$ cat config.mk
export PLATFORM = sky130hd
export DESIGN_NAME = lfu_replacement_table
export DESIGN_NICKNAME = d
export VERILOG_FILES = /design/src/rtl/lfu_pkg.sv /design/src/rtl/lfu_ctrl.sv /design/src/rtl/lfu_datapath.sv /design/src/rtl/lfu_replacement_table.sv
export SDC_FILE = /design/constraint.sdc
export NUM_CORES = 1
export LEC_CHECK = 0
export BUFFER_PORTS_ARGS = -buffer_cell sky130_fd_sc_hd__buf_2
export CAP_MARGIN = 20
export CORE_MARGIN = 5
export CORE_UTILIZATION = 60
export CTS_BUF_LIST = sky130_fd_sc_hd__clkbuf_8
export DETAILED_ROUTE_END_ITERATION = 8
export PLACE_DENSITY = 0.85
export SYNTH_ARGS = -nofsm -noshare
export SYNTH_HDL_FRONTEND = slang
export SYNTH_SLANG_ARGS = --single-unit
$ cat constraint.sdc
create_clock -name clock -period 13.35 [get_ports clock]
set_input_delay 2.0025 -clock clock [delete_from_list [all_inputs] [get_ports clock]]
set_output_delay 2.0025 -clock clock [all_outputs]
set_load 0.03 [all_outputs]
$ cat src/rtl/lfu_pkg.sv
`timescale 1ns / 1ps
`default_nettype none
// -----------------------------------------------------------------------------
// lfu_pkg
// Shared sizes, request kinds and controller/datapath interface structs for
// the LFU replacement table.
// -----------------------------------------------------------------------------
package lfu_pkg;

   localparam int SLOTS      = 16;
   localparam int KEY_BITS   = 8;
   localparam int COUNT_BITS = 16;
   localparam int STAMP_BITS = 32;
   localparam int CSR_BITS   = 5;
   localparam int CSR_RESET  = 16;

   localparam int IDX_BITS   = (SLOTS > 1) ? $clog2(SLOTS) : 1;
   localparam int NUM_BITS   = $clog2(SLOTS + 1);

   // rsp_tdata: hit, inserted, evicted, evicted_key, vote_count,
   //            entry_valid, entry_key, entry_count
   localparam int RSP_BITS   = 3 + KEY_BITS + COUNT_BITS + 1 + KEY_BITS + COUNT_BITS;
   localparam int RSP_TBITS  = ((RSP_BITS + 7) / 8) * 8;
   localparam int REQ_TBITS  = ((KEY_BITS + 7) / 8) * 8;

   localparam logic REQ_VOTE = 1'b0;
   localparam logic REQ_READ = 1'b1;

   typedef struct packed {
      logic start;   // capture request, clear scan state
      logic rescan;  // restart slot walk for the next readout word
      logic step;    // examine one slot
      logic emit;    // load result word, commit table update
   } cmd_type;

   typedef struct packed {
      logic scan_last;    // slot walk is on its final slot
      logic out_free;     // result register can take a word
      logic last_result;  // word about to be emitted ends the request
   } status_type;

endpackage
`default_nettype wire

$ cat src/rtl/lfu_ctrl.sv
`timescale 1ns / 1ps
`default_nettype none
// -----------------------------------------------------------------------------
// lfu_ctrl
// Sequencer: accept a request, walk the slots, emit words until the last one.
// -----------------------------------------------------------------------------
module lfu_ctrl
   import lfu_pkg::*;
(
   input  wire        clock,
   input  wire        reset,
   input  wire        req_tvalid,
   output logic       req_tready,
   input  status_type status,
   output cmd_type    cmd
);

   typedef enum logic [1:0] {
      ST_IDLE,
      ST_SCAN,
      ST_EMIT
   } state_type;

   state_type state_ff;
   state_type state_in;

   always_comb begin
      state_in   = state_ff;
      cmd        = '0;
      req_tready = 1'b0;
      case (state_ff)
         ST_IDLE: begin
            req_tready = 1'b1;
            if (req_tvalid) begin
               cmd.start = 1'b1;
               state_in  = ST_SCAN;
            end
         end
         ST_SCAN: begin
            cmd.step = 1'b1;
            if (status.scan_last) begin
               state_in = ST_EMIT;
            end
         end
         ST_EMIT: begin
            if (status.out_free) begin
               cmd.emit = 1'b1;
               if (status.last_result) begin
                  state_in = ST_IDLE;
               end else begin
                  cmd.rescan = 1'b1;
                  state_in   = ST_SCAN;
               end
            end
         end
         default: begin
            state_in = ST_IDLE;
         end
      endcase
   end

   always_ff @(posedge clock) begin
      if (reset) begin
         state_ff <= ST_IDLE;
      end else begin
         state_ff <= state_in;
      end
   end

endmodule
`default_nettype wire

$ cat src/rtl/lfu_datapath.sv
`timescale 1ns / 1ps
`default_nettype none
// -----------------------------------------------------------------------------
// lfu_datapath
// Slot table, limit register, per-slot walk for match/victim/readout order,
// and the result register.
// -----------------------------------------------------------------------------
module lfu_datapath
   import lfu_pkg::*;
(
   input  wire                  clock,
   input  wire                  reset,
   input  wire                  req_tuser,
   input  wire [REQ_TBITS-1:0]  req_tdata,
   input  wire                  csr_valid,
   input  wire [CSR_BITS-1:0]   csr_data,
   input  wire                  rsp_tready,
   output logic                 rsp_tvalid,
   output logic [RSP_TBITS-1:0] rsp_tdata,
   output logic                 rsp_tlast,
   input  cmd_type              cmd,
   output status_type           status
);

   localparam logic [COUNT_BITS-1:0] COUNT_MAX = '1;

   // table
   logic                  slot_valid_ff [SLOTS];
   logic [KEY_BITS-1:0]   slot_key_ff   [SLOTS];
   logic [COUNT_BITS-1:0] slot_count_ff [SLOTS];
   logic [STAMP_BITS-1:0] slot_stamp_ff [SLOTS];
   logic [STAMP_BITS-1:0] stamp_ff, stamp_in;
   logic [CSR_BITS-1:0]   limit_ff;

   // request and walk state
   logic                  kind_ff, kind_in;
   logic [KEY_BITS-1:0]   key_ff, key_in;
   logic [IDX_BITS-1:0]   idx_ff, idx_in;
   logic [NUM_BITS-1:0]   used_ff, used_in;
   logic                  found_ff, found_in;
   logic [IDX_BITS-1:0]   found_idx_ff, found_idx_in;
   logic [COUNT_BITS-1:0] found_count_ff, found_count_in;
   logic                  free_ff, free_in;
   logic [IDX_BITS-1:0]   free_idx_ff, free_idx_in;
   logic                  vic_ff, vic_in;
   logic [IDX_BITS-1:0]   vic_idx_ff, vic_idx_in;
   logic [KEY_BITS-1:0]   vic_key_ff, vic_key_in;
   logic [COUNT_BITS-1:0] vic_count_ff, vic_count_in;
   logic [STAMP_BITS-1:0] vic_stamp_ff, vic_stamp_in;
   logic                  best_ff, best_in;
   logic [KEY_BITS-1:0]   best_key_ff, best_key_in;
   logic [COUNT_BITS-1:0] best_count_ff, best_count_in;
   logic                  prev_set_ff, prev_set_in;
   logic [KEY_BITS-1:0]   prev_key_ff, prev_key_in;
   logic [NUM_BITS-1:0]   emit_cnt_ff, emit_cnt_in;

   // result register
   logic                  rsp_valid_ff, rsp_valid_in;
   logic [RSP_TBITS-1:0]  rsp_data_ff, rsp_data_in;
   logic                  rsp_last_ff, rsp_last_in;

   // table write port
   logic                  wr_en;
   logic                  wr_new;
   logic [IDX_BITS-1:0]   wr_idx;
   logic [COUNT_BITS-1:0] wr_count;

   logic                  cur_valid;
   logic [KEY_BITS-1:0]   cur_key;
   logic [COUNT_BITS-1:0] cur_count;
   logic [STAMP_BITS-1:0] cur_stamp;
   logic [NUM_BITS-1:0]   limit_now;
   logic                  need_evict;
   logic                  last_word;
   logic [COUNT_BITS-1:0] inc_count;

   logic                  r_hit, r_ins, r_ev, r_entry_valid;
   logic [KEY_BITS-1:0]   r_ev_key, r_entry_key;
   logic [COUNT_BITS-1:0] r_vote_count, r_entry_count;

   assign cur_valid = slot_valid_ff[idx_ff];
   assign cur_key   = slot_key_ff[idx_ff];
   assign cur_count = slot_count_ff[idx_ff];
   assign cur_stamp = slot_stamp_ff[idx_ff];

   assign rsp_tvalid = rsp_valid_ff;
   assign rsp_tdata  = rsp_data_ff;
   assign rsp_tlast  = rsp_last_ff;

   always_comb begin
      if (limit_ff == '0) begin
         limit_now = NUM_BITS'(1);
      end else if (int'(limit_ff) > SLOTS) begin
         limit_now = NUM_BITS'(SLOTS);
      end else begin
         limit_now = NUM_BITS'(limit_ff);
      end
   end

   assign need_evict = (used_ff >= limit_now) || !free_ff;
   assign inc_count  = (found_count_ff == COUNT_MAX) ? found_count_ff
                                                     : found_count_ff + 1'b1;
   assign last_word  = (kind_ff == REQ_VOTE) || !best_ff ||
                       ((emit_cnt_ff + 1'b1) == used_ff);

   assign status.scan_last   = (idx_ff == IDX_BITS'(SLOTS - 1));
   assign status.out_free    = !rsp_valid_ff || rsp_tready;
   assign status.last_result = last_word;

   // walk one slot per cycle
   always_comb begin
      kind_in        = kind_ff;
      key_in         = key_ff;
      idx_in         = idx_ff;
      used_in        = used_ff;
      found_in       = found_ff;
      found_idx_in   = found_idx_ff;
      found_count_in = found_count_ff;
      free_in        = free_ff;
      free_idx_in    = free_idx_ff;
      vic_in         = vic_ff;
      vic_idx_in     = vic_idx_ff;
      vic_key_in     = vic_key_ff;
      vic_count_in   = vic_count_ff;
      vic_stamp_in   = vic_stamp_ff;
      best_in        = best_ff;
      best_key_in    = best_key_ff;
      best_count_in  = best_count_ff;
      prev_set_in    = prev_set_ff;
      prev_key_in    = prev_key_ff;
      emit_cnt_in    = emit_cnt_ff;

      if (cmd.start) begin
         kind_in     = req_tuser;
         key_in      = req_tdata[KEY_BITS-1:0];
         prev_set_in = 1'b0;
         emit_cnt_in = '0;
      end
      if (cmd.start || cmd.rescan) begin
         idx_in   = '0;
         used_in  = '0;
         found_in = 1'b0;
         free_in  = 1'b0;
         vic_in   = 1'b0;
         best_in  = 1'b0;
      end
      if (cmd.step) begin
         idx_in = idx_ff + 1'b1;
         if (cur_valid) begin
            used_in = used_ff + 1'b1;
            if (cur_key == key_ff) begin
               found_in       = 1'b1;
               found_idx_in   = idx_ff;
               found_count_in = cur_count;
            end
            if (!vic_ff || cur_count < vic_count_ff ||
                (cur_count == vic_count_ff && cur_stamp < vic_stamp_ff)) begin
               vic_in       = 1'b1;
               vic_idx_in   = idx_ff;
               vic_key_in   = cur_key;
               vic_count_in = cur_count;
               vic_stamp_in = cur_stamp;
            end
            if ((!prev_set_ff || cur_key > prev_key_ff) &&
                (!best_ff || cur_key < best_key_ff)) begin
               best_in       = 1'b1;
               best_key_in   = cur_key;
               best_count_in = cur_count;
            end
         end else if (!free_ff) begin
            free_in     = 1'b1;
            free_idx_in = idx_ff;
         end
      end
      if (cmd.emit && kind_ff == REQ_READ && best_ff) begin
         prev_set_in = 1'b1;
         prev_key_in = best_key_ff;
         emit_cnt_in = emit_cnt_ff + 1'b1;
      end
   end

   // result word and table commit
   always_comb begin
      r_hit         = 1'b0;
      r_ins         = 1'b0;
      r_ev          = 1'b0;
      r_ev_key      = '0;
      r_vote_count  = '0;
      r_entry_valid = 1'b0;
      r_entry_key   = '0;
      r_entry_count = '0;
      wr_en         = 1'b0;
      wr_new        = 1'b0;
      wr_idx        = free_idx_ff;
      wr_count      = COUNT_BITS'(1);
      stamp_in      = stamp_ff;

      if (kind_ff == REQ_VOTE) begin
         if (found_ff) begin
            r_hit        = 1'b1;
            r_vote_count = inc_count;
            wr_en        = cmd.emit;
            wr_idx       = found_idx_ff;
            wr_count     = inc_count;
         end else begin
            r_ins        = 1'b1;
            r_vote_count = COUNT_BITS'(1);
            wr_new       = 1'b1;
            if (need_evict && vic_ff) begin
               r_ev     = 1'b1;
               r_ev_key = vic_key_ff;
               wr_idx   = vic_idx_ff;
               wr_en    = cmd.emit;
            end else begin
               wr_en    = cmd.emit && free_ff;
            end
         end
         if (cmd.emit) begin
            stamp_in = stamp_ff + 1'b1;
         end
      end else if (best_ff) begin
         r_entry_valid = 1'b1;
         r_entry_key   = best_key_ff;
         r_entry_count = best_count_ff;
      end
   end

   always_comb begin
      rsp_valid_in = rsp_valid_ff;
      rsp_data_in  = rsp_data_ff;
      rsp_last_in  = rsp_last_ff;
      if (rsp_tready) begin
         rsp_valid_in = 1'b0;
      end
      if (cmd.emit) begin
         rsp_valid_in = 1'b1;
         rsp_last_in  = last_word;
         rsp_data_in  = RSP_TBITS'({r_entry_count, r_entry_key, r_entry_valid,
                                    r_vote_count, r_ev_key, r_ev, r_ins, r_hit});
      end
   end

   always_ff @(posedge clock) begin
      if (reset) begin
         limit_ff     <= CSR_BITS'(CSR_RESET);
         stamp_ff     <= '0;
         rsp_valid_ff <= 1'b0;
         for (int i = 0; i < SLOTS; i++) begin
            slot_valid_ff[i] <= 1'b0;
         end
      end else begin
         if (csr_valid) begin
            limit_ff <= csr_data;
         end
         stamp_ff     <= stamp_in;
         rsp_valid_ff <= rsp_valid_in;
         if (wr_en) begin
            slot_valid_ff[wr_idx] <= 1'b1;
         end
      end
   end

   // walk state and result payload; start sets up everything before use
   always_ff @(posedge clock) begin
      kind_ff        <= kind_in;
      key_ff         <= key_in;
      idx_ff         <= idx_in;
      used_ff        <= used_in;
      found_ff       <= found_in;
      found_idx_ff   <= found_idx_in;
      found_count_ff <= found_count_in;
      free_ff        <= free_in;
      free_idx_ff    <= free_idx_in;
      vic_ff         <= vic_in;
      vic_idx_ff     <= vic_idx_in;
      vic_key_ff     <= vic_key_in;
      vic_count_ff   <= vic_count_in;
      vic_stamp_ff   <= vic_stamp_in;
      best_ff        <= best_in;
      best_key_ff    <= best_key_in;
      best_count_ff  <= best_count_in;
      prev_set_ff    <= prev_set_in;
      prev_key_ff    <= prev_key_in;
      emit_cnt_ff    <= emit_cnt_in;
      rsp_data_ff    <= rsp_data_in;
      rsp_last_ff    <= rsp_last_in;
   end

   always_ff @(posedge clock) begin
      if (wr_en) begin
         slot_count_ff[wr_idx] <= wr_count;
         if (wr_new) begin
            slot_key_ff[wr_idx]   <= key_ff;
            slot_stamp_ff[wr_idx] <= stamp_ff;
         end
      end
   end

endmodule
`default_nettype wire

$ cat src/rtl/lfu_replacement_table.sv
`timescale 1ns / 1ps
`default_nettype none
// -----------------------------------------------------------------------------
// lfu_replacement_table
// Least-frequently-used key table with oldest-insertion tie break.
// -----------------------------------------------------------------------------
// Usage:
//   req_* takes one request word: req_tuser is the kind (0 vote, 1 readout),
//   req_tdata carries the key. A vote yields one rsp word; a readout yields one
//   word per valid entry in ascending key order (or one empty word when the
//   table is empty), rsp_tlast marking the final word of the request.
//   csr_* writes the active slot limit; the user must write it only while the
//   block is idle, which the block itself does not enforce; it is always ready.
//   Timing: every result word needs one walk over all 16 slots, one slot per
//   cycle, followed by an emit step that waits while the result register is
//   full; a readout repeats the walk for each of its words. A new request is
//   taken once the last word of the previous one sits in the result register.
//   Reset empties the table, clears the stamp and sets the limit to 16.
//   When the receiver stalls, hold the word in the result register; the
//   sequencer waits in its emit step until that register frees up.
// -----------------------------------------------------------------------------
module lfu_replacement_table
   import lfu_pkg::*;
(
   input  wire                  clock,
   input  wire                  reset,
   // request channel
   input  wire                  req_tvalid,
   output logic                 req_tready,
   input  wire [REQ_TBITS-1:0]  req_tdata,   // key
   input  wire                  req_tuser,   // req_type
   // limit register write
   input  wire                  csr_valid,
   output logic                 csr_ready,
   input  wire [CSR_BITS-1:0]   csr_data,    // active_slots
   // result channel
   output logic                 rsp_tvalid,
   input  wire                  rsp_tready,
   output logic [RSP_TBITS-1:0] rsp_tdata,   // hit, inserted, evicted, evicted_key,
                                             // vote_count, entry_valid, entry_key,
                                             // entry_count, zero pad
   output logic                 rsp_tlast    // last
);

   cmd_type    cmd;
   status_type status;

   // configuration never stalls
   assign csr_ready = 1'b1;

   lfu_ctrl u_ctrl (
      .clock      (clock),
      .reset      (reset),
      .req_tvalid (req_tvalid),
      .req_tready (req_tready),
      .status     (status),
      .cmd        (cmd)
   );

   lfu_datapath u_datapath (
      .clock      (clock),
      .reset      (reset),
      .req_tuser  (req_tuser),
      .req_tdata  (req_tdata),
      .csr_valid  (csr_valid),
      .csr_data   (csr_data),
      .rsp_tready (rsp_tready),
      .rsp_tvalid (rsp_tvalid),
      .rsp_tdata  (rsp_tdata),
      .rsp_tlast  (rsp_tlast),
      .cmd        (cmd),
      .status     (status)
   );

endmodule
`default_nettype wire

==> results of run 1 <==
==> worst max path at each step <==
stage | endpoint | slack, ns | startpoint
floorplan | u_datapath.slot_key_ff[6][0] | 7.20 | rsp_tready
global placement | u_datapath.vic_key_ff[2] | 7.02 | flop
detailed placement | u_datapath.vic_count_ff[13] | 6.81 | flop
CTS | u_datapath.vic_idx_ff[3] | 6.74 | flop
global route | u_datapath.vic_idx_ff[2] | 6.37 | flop
finish | u_datapath.vic_idx_ff[3] | 6.84 | flop
==> cells in the final DEF (no fill, tap or decap), drive strengths merged, types with 2 or more instances in the layout <==
cell / instances
a31oi: 4
bufinv: 2
o21ai: 31
a2111oi: 2
and4: 4
nand4: 23
mux2: 2
o211ai: 4
mux2i: 13
nand2: 54
a21oi: 47
nor4b: 2
o21a: 20
buf: 127
ha: 72
dfxtp: 70
or2: 5
nand4b: 2
mux4: 278
and3: 37
conb: 5
nor3: 16
a21o: 23
a22oi: 2
edfxtp: 1083
nand3: 26
xor2: 40
nor4: 5
clkbuf: 189
inv: 157
and2: 19
a211oi: 13
nor2: 105
or3: 10
clkinv: 46
nor2b: 18
xnor2: 16
nor3b: 4
nand2b: 8
==> final cells by class <==
| type | instances | area [um2] |
|---|---|---|
| clock buffers | 188 | 2590 |
| multi-input cells | 927 | 10700 |
| fillers | 4314 | 24300 |
| clock inverters | 130 | 699 |
| flip-flops and latches | 1153 | 33900 |
| diodes | 1 | 2.50 |
| repair buffers | 128 | 855 |
| inverters | 76 | 285 |
| well taps | 969 | 1210 |
==> power groups by stage <==
stage / combinational, W / clock [W] / sequential (W)
floorplan: 0.000490 / 0 / 0.00404
global placement: 0.000581 / 0 / 0.00408
detailed placement: 0.000606 / 0 / 0.00408
CTS: 0.000612 / 0.00273 / 0.00400
global route: 0.000661 / 0.00292 / 0.00401
finish: 0.000614 / 0.00269 / 0.00400
==> stage by stage <==
stage               instances  area (um2)
floorplan                2247       45300
global placement         3245       46900
detailed placement       3246       46900
CTS                      3564       50200
global route             3572       50300
finish                   3572       50300
==> registers in the layout, summed over array words and instances (netlist names), 16 cells and up, named ones only <==
register                   flops
u_datapath.rsp_tdata          52
u_datapath.stamp_ff           32
u_datapath.slot_valid_ff      16
u_datapath.slot_stamp_ff     512
u_datapath.best_count_ff      16
u_datapath.vic_count_ff       16
u_datapath.slot_count_ff     256
u_datapath.vic_stamp_ff       32
u_datapath.slot_key_ff       128
u_datapath.found_count_ff     16
==> routing by layer <==
metal / global-route usage [%] / vias to the layer above / routed length (um)
met5: 0 / - / 0
met4: 8.13 / 0 / 2660
met3: 4.82 / 224 / 9410
met2: 40.2 / 1380 / 49300
met1: 32.4 / 11800 / 35500
li1: - / 9577 / -
==> cells by family after synthesis <==
group                    Yosys count  synth area share, %
flip-flops                      1153                 75.0
AND/OR/NAND/NOR                  339                 3.80
multiplexers                     293                 14.2
buffers and inverters            167                 1.62
AO/OA/AOI/OAI                    162                 2.30
adder cells (fa/ha/maj)           72                 1.99
XOR/XNOR                          56                 1.08
other                              2               0.0166
==> worst max-delay path, delay by kind of cell (launching register included) <==
kind	cells	cell delay (ns)
buffers and inverters	2	1.46
flip-flops	1	0.68
multiplexers	2	1.12
adder cells (fa/ha/maj)	1	0.36
AND/OR/NAND/NOR	2	0.98
AO/OA/AOI/OAI	5	1.32
==> metrics.md, run 1 <==
| Metric | Value |
|---|---|
| Worst hold path type | `flop to flop` |
| Hold Path Depth | `1` |
| Mapped Cells | `2244` |
| Die H | `285 um` |
| Total power | `0.00731 W` |
| Outcome | `complete, no violations` |
| Seq pwr share | `54.8%` |
| Fin crit period | `6.51 ns` |
| Synth top area cells | `edfxtp_1 72%, mux4_2 14%, dfxtp_1 3.1%` |
| Antenna Violating Nets Remaining | `0` |
| CTS sink count | `1153` |
| R2R Path End | `u_datapath.vic_idx_ff[3]` |
| Final WL | `96900 um` |
| Rows | `100` |
| Drc violations | `0` |
| R2r setup slk | `6.84 ns` |
| Pre-CTS setup slack | `6.81 ns` |
| Setup crit end kind | `flop` |
| Worst path slowest cell | `or2_4` |
| Post-synth top area cell | `edfxtp_1` |
| P&R area growth vs syn | `11.2%` |
| Cts bufs inserted | `173` |
| Worst-path fanout max | `105` |
| Leak | `16.7 nW` |
| Worst path most repeated cell | `mux4_2` |
| Cells resized by post-CTS repair | `0` |
| CP cell instances | `buf_12 -> buf_4 -> mux4_2 -> mux4_2 -> ha_1 -> a21o_1 -> a21oi_1 -> o21ai_0 -> a2111oi_0 -> nor2_1 -> a211oi_1 -> or2_4` |
| IO Count | `79` |
| Top-area cell type share of the netlist area | `71.9%` |
| Final setup fails | `0` |
| H-tree levels | `4` |
| Clk slew on worst S/H paths | `0.06 ns` |
| Post-layout util | `67.5%` |
| Fin nets | `2550` |
| Sw Ratio | `23.4%` |
| Initial DRT Pass Iterations | `6` |
| Hold Fails Final Rpt | `0` |
| Slowest cell delay on critical path | `0.86 ns` |
| Largest net degree at the start of global routing | `166` |
| Chip width | `285 um` |
| DR WL/cell | `27.1 um` |
| Initial core utilization | `60.7%` |
| Buffer count from post-CTS setup fixing | `0` |
| Combinational Power Share | `8.4%` |
| Vias per inst | `6.43` |
| Max_slew headroom | `10.3%` |
| CTS Root Cell | `clkbuf_8` |
| Post-synth top cells | `1083 x edfxtp_1, 276 x mux4_2, 105 x nor2_1` |
| Synth warn | `0` |
| Ys async rst share | `0%` |
| P_sw | `0.00171 W` |
| Netlist cell types | `66` |
| Max Cap Viol | `0` |
| HP Start | `u_datapath.slot_valid_ff[7]` |
| Synthesized area | `0.0452 mm2` |
| Share of cells above drive strength 1 | `25.1%` |
| Port bufs | `73` |
| Area of the core | `0.0746 mm2` |
| Internal power | `0.00560 W` |
| CTS Buffer Depth | `3` |
| Worst-Margin Slew | `1.35 ns` |
| DR iter-0 viols | `2756` |
| Clock Skew | `0.0560 ns` |
| Slew Viols, Final | `0` |
| Startpoint Class | `flop` |
| Fin Setup TNS | `0 ns` |
| GR Overflow Total | `0` |
| Post-synth top flop | `edfxtp_1` |
| Avg Inst Size Synth | `20.2 um2` |
| Initial antenna violation count | `2` |
| Clock Latency Late Sink | `0.85 ns` |
| Slack of the critical path | `6.84 ns` |
| Fin Hold WS | `0.470 ns` |
| Hold Path End | `u_datapath.slot_valid_ff[7]` |
| Register area share after synthesis | `75.0%` |
| Count leader, synth | `edfxtp_1` |
| Maximum clock rate | `154 MHz` |
| Power Dens Cells | `145 mW/mm2` |
| Synthesized flop and latch total | `1153` |
| Hold bufs inserted after CTS | `0` |
| Clock share of power | `36.8%` |
| RePlAce Congestion | `0.831` |
| Critical path class | `flop to flop` |
| Critical Path RT | `13.78 ns` |
| First-pass GRT wire length | `146000 um` |
| GRT Overall Usage | `24.0%` |
| VDD IR max | `0.0939 mV` |
| Worst Path Arrival | `6.94 ns` |
| Number of global-route vias before repair | `24000` |
| CTS tree | `built` |
| RSZ-0062 raised after global routing | `no` |
| HPWL after DPL | `51100 um` |
| R2r worst-path depth | `12` |
| Tcrit/Tclk final | `48.7%` |
| Post-synth EDFFs | `1083` |
| DR vias | `23000` |
| Die area | `0.0810 mm2` |
(Power assumes the default switching activity.)
==> run 2, diff against run 1 <==
clock period = 6.4 ns   (was 13.35 ns; I/O delays follow)
==> run 2 against run 1 <==
  * Total power increased by 110%
  * Via count increased by 2.0%
  * First-iteration DRC count increased by 12%
  * Core utilization increased by 0.29 points
  * Design area increased by 0.43%
  * Worst hold slack got worse by 0.15 ns
  * Flip-flop and latch count unchanged
  * Clock skew decreased by 0.0051 ns
  * Maximum frequency increased by 16%
  * Largest power group unchanged
==> metrics.md, run 2 (synthesis gave the netlist of run 1 again) <==
| Metric | Value |
|---|---|
| Max reg flops | `512` |
| CTS Root Cell | `clkbuf_8` |
| Tcrit/Tclk final | `87.3%` |
| Setup crit end kind | `flop` |
| Die area | `0.0810 mm2` |
| Drc violations | `0` |
| IO Count | `79` |
| Largest net degree at the start of global routing | `74` |
| HPWL after DPL | `55700 um` |
| Cts bufs inserted | `171` |
| Worst hold path type | `primary input to flop` |
| Startpoint Class | `flop` |
| Placed cells | `3261` |
| DR WL/cell | `28.3 um` |
| Fin Setup TNS | `0 ns` |
| Final std cells w/o fill | `3588` |
| GRT Overall Usage | `25.0%` |
| RSZ-0062 raised after global routing | `no` |
| Share of cells above drive strength 1 | `26.3%` |
| CTS sink count | `1153` |
| Worst-path fanout max | `52` |
| Final setup fails | `0` |
| VDD IR max | `0.179 mV` |
| Buffer count from post-CTS setup fixing | `0` |
| Initial core utilization | `60.7%` |
| Maximum clock rate | `179 MHz` |
| Initial DRT Pass Iterations | `6` |
| Max Cap Viol | `0` |
| First-pass GRT wire length | `151000 um` |
| Worst Path Arrival | `6.07 ns` |
| Rows | `100` |
| P&R area growth vs syn | `11.7%` |
| Fin nets | `2563` |
| Max_slew headroom | `26.4%` |
| Antenna Violating Nets Remaining | `0` |
| Cells resized by post-CTS repair | `0` |
| H-tree levels | `4` |
| Commonest non-fill, non-tap cell in the layout | `edfxtp_1` |
| RePlAce Congestion | `0.819` |
| DR vias | `23400` |
| Port bufs | `73` |
| Vias per inst | `6.53` |
| CTS Buffer Depth | `3` |
| Clock Skew | `0.0509 ns` |
| Most frequent cells in the layout | `1083 x edfxtp_1, 276 x mux4_2, 193 x clkbuf_8, 120 x inv_1, 92 x nor2_1` |
| GR Overflow Total | `0` |
| Number of global-route vias before repair | `24200` |
| Hold Fails Final Rpt | `0` |
| Slew Viols, Final | `0` |
| Die H | `285 um` |
| DR iter-0 viols | `3095` |
| CTS tree | `built` |
| Power Dens Cells | `305 mW/mm2` |
| Hold bufs inserted after CTS | `0` |
| Fin crit period | `5.59 ns` |
| Post-layout util | `67.8%` |
| Worst-Margin Slew | `1.10 ns` |
| Final WL | `102000 um` |
| Critical path class | `flop to flop` |
| Outcome | `complete, no violations` |
| Critical Path RT | `6.88 ns` |
| Reg with most FFs | `u_datapath.slot_stamp_ff` |
| Area of the core | `0.0746 mm2` |
| Leak | `16.8 nW` |
| Clk slew on worst S/H paths | `0.06 ns` |
| Initial antenna violation count | `1` |
| Clock Latency Late Sink | `0.83 ns` |
| Top flop regs | `u_datapath.slot_stamp_ff x512, u_datapath.slot_count_ff x256, u_datapath.slot_key_ff x128` |
| Chip width | `285 um` |
run 2: path summary, 6_finish.rpt:
kind                                      from                      endpoint  slack [ns]  cells past startpoint
setup reg to reg                          flop   u_datapath.vic_stamp_ff[24]        0.81                     11
hold reg to reg   u_datapath.slot_valid_ff[15]  u_datapath.slot_valid_ff[15]        0.47                      1
setup / recovery                          flop   u_datapath.vic_stamp_ff[24]        0.81                     11
hold / removal                    req_tdata[7]          u_datapath.key_ff[7]        0.32                      1
run 2: layout make-up:
| type | count | area, um2 |
|---|---|---|
| timing repair buffer | 143 | 1030 |
| multi-input combinational | 927 | 10700 |
| antenna | 1 | 2.50 |
| fill | 4269 | 24000 |
| clock inverter | 128 | 698 |
| inverter | 76 | 285 |
| clock buffer | 191 | 2630 |
| tap | 969 | 1210 |
| sequential | 1153 | 33900 |
run 2: layer usage:
metal / up-vias / global-route usage (%) / part of all wire [%]
met4: 0 / 9.25 / 3.4
met5: - / 0 / 0
met3: 293 / 5.61 / 10
met2: 1576 / 42.0 / 51
met1: 12000 / 32.6 / 36
li1: 9597 / - / -
run 2: through the flow:
step	total power (W)	area, um2	hold WS [ns]	worst slack [ns]
floorplan	0.00944	45300	0.431	0.933
CTS	0.0155	50400	0.249	0.770
finish	0.0154	50500	0.318	0.812
global placement	0.00975	47100	0.441	1.05
detailed placement	0.00981	47100	0.449	0.900
global route	0.0160	50500	0.254	0.541
run 2: worst max-delay path, cell delays in order, from the launching register on:
cell	delay (ns)
dfxtp_4	0.97
buf_12	0.45
mux4_2	0.59
mux4_2	0.53
ha_1	0.33
and3_1	0.19
nand4_1	0.17
nor3_1	0.54
o2111ai_1	0.26
a211oi_1	0.38
or2_4	0.51
buf_12	0.29
run 2: power by group:
group | switching (W) | internal (W)
clock network | 0.00281 | 0.00293
registers | 0.000136 | 0.00823
logic | 0.000688 | 0.000633
total | 0.00364 | 0.0118
